[config.mk]
export PLATFORM = sky130hd
export DESIGN_NAME = fdpc_flip_seq
export DESIGN_NICKNAME = d
export VERILOG_FILES = /design/src/sv/fdpc_pkg.sv /design/src/sv/fdpc_flip_seq.sv
export SDC_FILE = /design/constraint.sdc
export NUM_CORES = 1
export LEC_CHECK = 0
export ABC_CLOCK_PERIOD_IN_PS = 6300
export BUFFER_PORTS_ARGS = -buffer_cell sky130_fd_sc_hd__buf_2
export CORE_ASPECT_RATIO = 0.9
export CORE_MARGIN = 2
export CORE_UTILIZATION = 55
export CTS_CLUSTER_SIZE = 14
export DETAILED_ROUTE_END_ITERATION = 12
export GPL_TIMING_DRIVEN = 0
export PLACE_DENSITY_LB_ADDON = 0.05
export SYNTH_ARGS = -nofsm -noshare
export SYNTH_HDL_FRONTEND = slang
export SYNTH_SLANG_ARGS = --single-unit
[constraint.sdc]
create_clock -name clk -period 6.3 [get_ports clk]
set_input_delay 0.63 -clock clk [delete_from_list [all_inputs] [get_ports clk]]
set_output_delay 0.63 -clock clk [all_outputs]
set_load 0.01 [all_outputs]
[src/sv/fdpc_pkg.sv]
// Shared constants, types and helper functions of the flip-dot dirty pixel controller.
package fdpc_pkg;

  // Display geometry.
  localparam int MODULE_COLS = 28;
  localparam int MODULE_ROWS = 16;
  localparam int MAX_MODULES = 8;

  // Store layout derived from the geometry.
  localparam int COL_BYTES   = (MODULE_ROWS + 7) / 8;
  localparam int MOD_BYTES   = MODULE_COLS * COL_BYTES;
  localparam int STORE_DEPTH = MAX_MODULES * MOD_BYTES;

  // Widths of internal counters and addresses.
  localparam int ADDR_W  = $clog2(STORE_DEPTH);
  localparam int LEN_W   = $clog2(STORE_DEPTH + 1);
  localparam int MODS_W  = $clog2(MAX_MODULES + 1);
  localparam int WIDTH_W = $clog2(MAX_MODULES * MODULE_COLS + 1);
  localparam int COL_W   = $clog2(MODULE_COLS);
  localparam int CB_W    = (COL_BYTES > 1) ? $clog2(COL_BYTES) : 1;

  // Driver byte constants.
  localparam int GROUP_SIZE = 7;
  localparam int HALF_ROWS  = 14;
  localparam logic [7:0] SHOWN_RESET = 8'hff;

  // Controller states.
  typedef enum logic [1:0] {
    ST_CLEAR,
    ST_IDLE,
    ST_DRAW_WR,
    ST_SCAN_CMP
  } fdpc_state_t;

  // One scanned byte handed to the flip sequencer.
  typedef struct packed {
    logic [7:0]         cur;
    logic [7:0]         diff;
    logic [WIDTH_W-1:0] px;
    logic [1:0]         cdiv;
    logic [2:0]         xm7;
    logic [4:0]         ybase;
    logic               fend;
  } fdpc_scan_t;

  // Module count clamped to the supported range.
  function automatic logic [MODS_W-1:0] sat_modules(input logic [3:0] n);
    logic [MODS_W-1:0] m;
    if (n == 4'd0) begin
      m = MODS_W'(1);
    end else if (n > MAX_MODULES) begin
      m = MODS_W'(MAX_MODULES);
    end else begin
      m = MODS_W'(n);
    end
    return m;
  endfunction

  // Module index of a column, by independent threshold compares.
  function automatic logic [MODS_W-1:0] col_module(input logic [7:0] x);
    logic [MODS_W-1:0] q;
    q = '0;
    for (int k = 1; k <= MAX_MODULES; k++) begin
      if (int'(x) >= k * MODULE_COLS) begin
        q = q + MODS_W'(1);
      end
    end
    return q;
  endfunction

  // Driver group of a module-local column.
  function automatic logic [1:0] col_group(input logic [COL_W-1:0] lc);
    logic [1:0] q;
    q = 2'd0;
    if (int'(lc) >= GROUP_SIZE) q = 2'd1;
    if (int'(lc) >= 2 * GROUP_SIZE) q = 2'd2;
    if (int'(lc) >= 3 * GROUP_SIZE) q = 2'd3;
    return q;
  endfunction

endpackage

[src/sv/fdpc_flip_seq.sv]
// Flip sequencer: walks the changed bits of one byte and drives the result register.
module fdpc_flip_seq import fdpc_pkg::*; (
  input  logic       clk,
  input  logic       rst,
  input  logic       load,
  input  fdpc_scan_t scan,
  output logic       busy,
  output logic       out_valid,
  input  logic       out_stall,
  output logic [7:0] col_byte,
  output logic [7:0] row_byte,
  output logic [7:0] pixel_x,
  output logic [4:0] pixel_y,
  output logic       dot_on,
  output logic       last_of_byte,
  output logic       frame_end
);

  logic [7:0]         pend;
  logic [7:0]         pend_next;
  fdpc_scan_t         sc;
  logic               fire;
  logic [2:0]         idx;
  logic [4:0]         y_full;
  logic [4:0]         yl;
  logic               rb;
  logic [2:0]         ra;
  logic [2:0]         ca;
  logic               on;
  logic [7:0]         col_calc;
  logic [7:0]         row_calc;

  assign busy = (pend != 8'd0);

  // Pick the lowest pending bit and encode its driver bytes.
  always_comb begin
    idx = 3'd0;
    for (int i = 7; i >= 0; i--) begin
      if (pend[i]) begin
        idx = 3'(i);
      end
    end
    fire      = busy && (!out_valid || !out_stall);
    pend_next = pend & ~(8'd1 << idx);
    y_full    = sc.ybase + 5'(idx);
    yl        = (int'(y_full) >= HALF_ROWS) ? 5'(y_full - 5'(HALF_ROWS)) : y_full;
    rb        = (int'(yl) >= GROUP_SIZE);
    ra        = rb ? 3'(yl - 5'(GROUP_SIZE) + 5'd1) : 3'(yl + 5'd1);
    ca        = sc.xm7 + 3'd1;
    on        = sc.cur[idx];
    col_calc  = {ra[2], ~on, ca[0], ca[1], ca[2], sc.cdiv[0], sc.cdiv[1], 1'b0};
    row_calc  = {(int'(y_full) >= HALF_ROWS), on, (int'(y_full) < HALF_ROWS), on, ~on,
                 rb, ra[0], ra[1]};
  end

  // Pending bits and the scanned byte context.
  always_ff @(posedge clk) begin
    if (rst) begin
      pend <= 8'd0;
    end else if (load) begin
      pend <= scan.diff;
    end else if (fire) begin
      pend <= pend_next;
    end
  end

  always_ff @(posedge clk) begin
    if (load) begin
      sc <= scan;
    end
  end

  // Result register: loads on each flip, empties when the transfer completes.
  always_ff @(posedge clk) begin
    if (rst) begin
      out_valid <= 1'b0;
    end else if (fire) begin
      out_valid <= 1'b1;
    end else if (!out_stall) begin
      out_valid <= 1'b0;
    end
  end

  always_ff @(posedge clk) begin
    if (fire) begin
      col_byte     <= col_calc;
      row_byte     <= row_calc;
      pixel_x      <= sc.px[7:0];
      pixel_y      <= y_full;
      dot_on       <= on;
      last_of_byte <= (pend_next == 8'd0);
      frame_end    <= sc.fend;
    end
  end

endmodule

==> qor.yml <==
detailedRoute.firstPassIterationCount: 4
cts.clk_slew.worst_paths_ns: 0.07
postSynthRegisterBits: 64
synth.net_count: 238
grt_overflow_total: 0
timing.final.max_slew_violations: 0
setup.worst_path.class: "reg2reg"
hold_path_class: "reg2reg"
detailroute.via_count: 1745
drtIter0Drc: 63
p_leak_nw: 1.35
core_area_sq_mm: 0.00477
drive_gt1_share_pct: 35.5
crit_chain: "nor2_1 -> o31ai_1 -> and2_1 -> clkbuf_1 -> inv_1 -> fa_1 -> xnor2_1 -> ha_1 -> a21oi_1 -> o311ai_2 -> mux2_4 -> ha_1 -> and2_1 -> a221oi_4 -> mux2i_1"
drt_wl_total_microns: 4420
reg2reg_to: "row_byte[0]"
power_per_cell_area_mw_per_mm2: 350
regToRegStartpoint: "pend[7]"
die_h_microns: 70.3
clock_tree_from_tritoncts: "yes"
grt_max_degree: 32
ys_types: 49
ff_latch_area_sq_mm: 0.00183
mappedNetlistArea_sq_mm: 0.00269
timing.final.hold_violations: 0
cts_resized: 0
worst-slew-pin-transition_ns: 0.898
post_synth_edffs: 55
totalNegativeSetupSlack_ns: 0
setup_clock_skew_after_layout_ns: 0.00645
antenna_found_initial: 0
vias_per_cell: 5.12
drc: 0
timing.critical_path.required_ns: 6.37
achievable-frequency_ghz: 0.231
setup_viol: 0
rrSetupSlack_ns: 1.98
fp.dieW_microns: 77.7
setup.worst_path.end: "row_byte[0]"
final_antenna_net_count: 0
initial_core_utilization_pct: 56.3
worst_path_largest_cell_delay_ns: 0.46
critPathCaptureType: "flip-flop"
run_status: "finished clean"
area_delta_synth_final_pct: 23.3
i_o_pins: 73
io_buffers: 70
cts-buffers-inserted: 9
yosys_warnings: 0
fin_nets: 319
cts-root-to-sink-buffers: 2
cp_data_arrival_time_ns: 4.39
reg2regPathDepth: 15
timing.final.crit_period_ns: 4.32
final_core_utilization_pct: 69.5
post-cts-setup-buffers: 0
root_buffer: "sky130_fd_sc_hd__clkbuf_8"
detail_route.wl_per_cell_microns: 13.0
timing.final.crit_share_pct: 68.6
die_area_sq_mm: 0.00547
cap_violations: 0
rsz_0062_raised_after_global_routing: "false"
detailedPlacementHpwl_microns: 3120
diodes: 0
whs_ns: 0.414
vdd.ir_drop.worst_uv: 172
cts_hold_buffers: 0
clk_latency_ns: 0.33
ys_seq_area_share_pct: 68.1
worstPathMaxFanout: 6
synth-async-reset-ratio_pct: 0
cp_slowest_cell: "sky130_fd_sc_hd__fa_1"
postSynthCellCount: 191
startpoint_type: "flip-flop"
first_global_vias: 1596
syn_area_per_cell_sq_um: 14.1
grt_pass1_wl_microns: 7220
total_global_route_track_usage_pct: 17.5
startpoint: "pend[7]"
h_tree_level_count: 3
maxSlewHeadroom_pct: 40.0
power_mw: 1.16
dp_worst_setup_slack_ns: 2.02
fin_ws_ns: 1.98
rows: 24
place_congestion: 0.805
multiInputGateArea_sq_um: 768
filler_cell_count: 348
ys.flop_type: "sky130_fd_sc_hd__edfxtp_1"
clock-sinks: 64
==> cell families (layout without fill, tap and decap cells) <==
logic type               after synthesis  in the layout  synth area share [%]
XOR/XNOR                               4              4                  1.30
adder cells (fa/ha/maj)                9              9                  4.37
AND/OR/NAND/NOR                       44             44                  7.54
other                                  1              1                 0.139
flip-flops                            64             64                  68.1
multiplexers                           5              5                  2.09
buffers and inverters                 23            108                  3.77
AO/OA/AOI/OAI                         41             41                  12.7
==> through the flow <==
stage	cells	cell area [sq um]
2_1_floorplan	191	2690
3_3_place_gp	326	3120
3_5_place_dp	326	3130
4_1_cts	341	3320
5_1_grt	341	3320
6_report	341	3320
==> worst min path at each step <==
stage                     start  depth (start not counted)           to
CTS                      sc[13]                          0   pixel_x[2]
global route              sc[0]                          0    frame_end
finish                   sc[13]                          0   pixel_x[2]
global placement         sc[16]                          0   pixel_x[5]
detailed placement  col_calc[1]                          0  col_byte[1]
floorplan           col_calc[1]                          0  col_byte[1]
==> sequential cells by signal, indices dropped and copies added (netlist names) <==
name and cells:
col_byte 6, row_byte 7, pend 8, pixel_y 5, sc 25, pixel_x 8
last_of_byte 1, frame_end 1, out_valid 1, col_calc 2
==> where the power goes <==
part	switching [mW]	leakage (nW)	internal, mW
registers	0.0192	0.615	0.539
clock network	0.148	0.0948	0.179
logic	0.154	0.644	0.121
total	0.321	1.35	0.839
==> metal layers <==
metal  global-route usage (%)  vias to the layer above  wire length [microns]
met5                        0                        -                      0
met4                     10.1                        0                    105
met3                     4.13                       11                    274
met2                     26.4                       72                   2110
met1                     23.2                      788                   1930
li1                         -                      874                      -
==> cell usage after synthesis, types with 2 or more instances <==
library cell / instances / area share [%]
sky130_fd_sc_hd__edfxtp_1: 55 / 61
sky130_fd_sc_hd__nor2_1: 13 / 1.8
sky130_fd_sc_hd__xor2_1: 2 / 0.65
sky130_fd_sc_hd__a21oi_1: 17 / 3.2
sky130_fd_sc_hd__nand2b_1: 2 / 0.47
sky130_fd_sc_hd__nand2_1: 13 / 1.8
sky130_fd_sc_hd__and3_1: 2 / 0.47
sky130_fd_sc_hd__xnor2_1: 2 / 0.65
sky130_fd_sc_hd__buf_4: 4 / 1.1
sky130_fd_sc_hd__nand3_1: 6 / 1.1
sky130_fd_sc_hd__clkbuf_1: 2 / 0.28
sky130_fd_sc_hd__a221oi_1: 2 / 0.65
sky130_fd_sc_hd__a311oi_1: 2 / 0.65
sky130_fd_sc_hd__mux2i_1: 3 / 1.1
sky130_fd_sc_hd__inv_1: 15 / 2.1
sky130_fd_sc_hd__and2_1: 3 / 0.70
sky130_fd_sc_hd__dfxtp_1: 9 / 6.7
sky130_fd_sc_hd__ha_1: 7 / 3.3
sky130_fd_sc_hd__a211o_1: 2 / 0.65
==> layout by cell type (no fill, tap or decap), types with 3 or more instances in the layout <==
master / instances
sky130_fd_sc_hd__buf_2: 70
sky130_fd_sc_hd__edfxtp_1: 55
sky130_fd_sc_hd__nor2_1: 13
sky130_fd_sc_hd__nand3_1: 6
sky130_fd_sc_hd__ha_1: 7
sky130_fd_sc_hd__clkbuf_8: 9
sky130_fd_sc_hd__and2_1: 3
sky130_fd_sc_hd__dfxtp_1: 9
sky130_fd_sc_hd__a21oi_1: 16
sky130_fd_sc_hd__mux2i_1: 3
sky130_fd_sc_hd__nand2_1: 13
sky130_fd_sc_hd__clkinv_2: 3
sky130_fd_sc_hd__inv_1: 15
sky130_fd_sc_hd__buf_4: 4
==> cell type report <==
type	count	area share [%]
Sequential cell	64	55.2
Multi-Input combinational cell	104	23.2
Timing Repair Buffer	70	10.6
Clock buffer	9	3.73
Tap cell	65	2.45
Clock inverter	6	1.85
Inverter	16	1.81
Buffer	7	1.24
==> critical path: cells and delay by family (launching register included) <==
family	cells	cell delay, ns
buf+inv	2	0.43
fa+ha+maj	3	0.96
compound gates	4	1.00
simple gates	3	0.42
flops	1	0.39
xor+xnor	1	0.37
mux	2	0.50
Note: power is estimated with default switching activity, not from simulation.
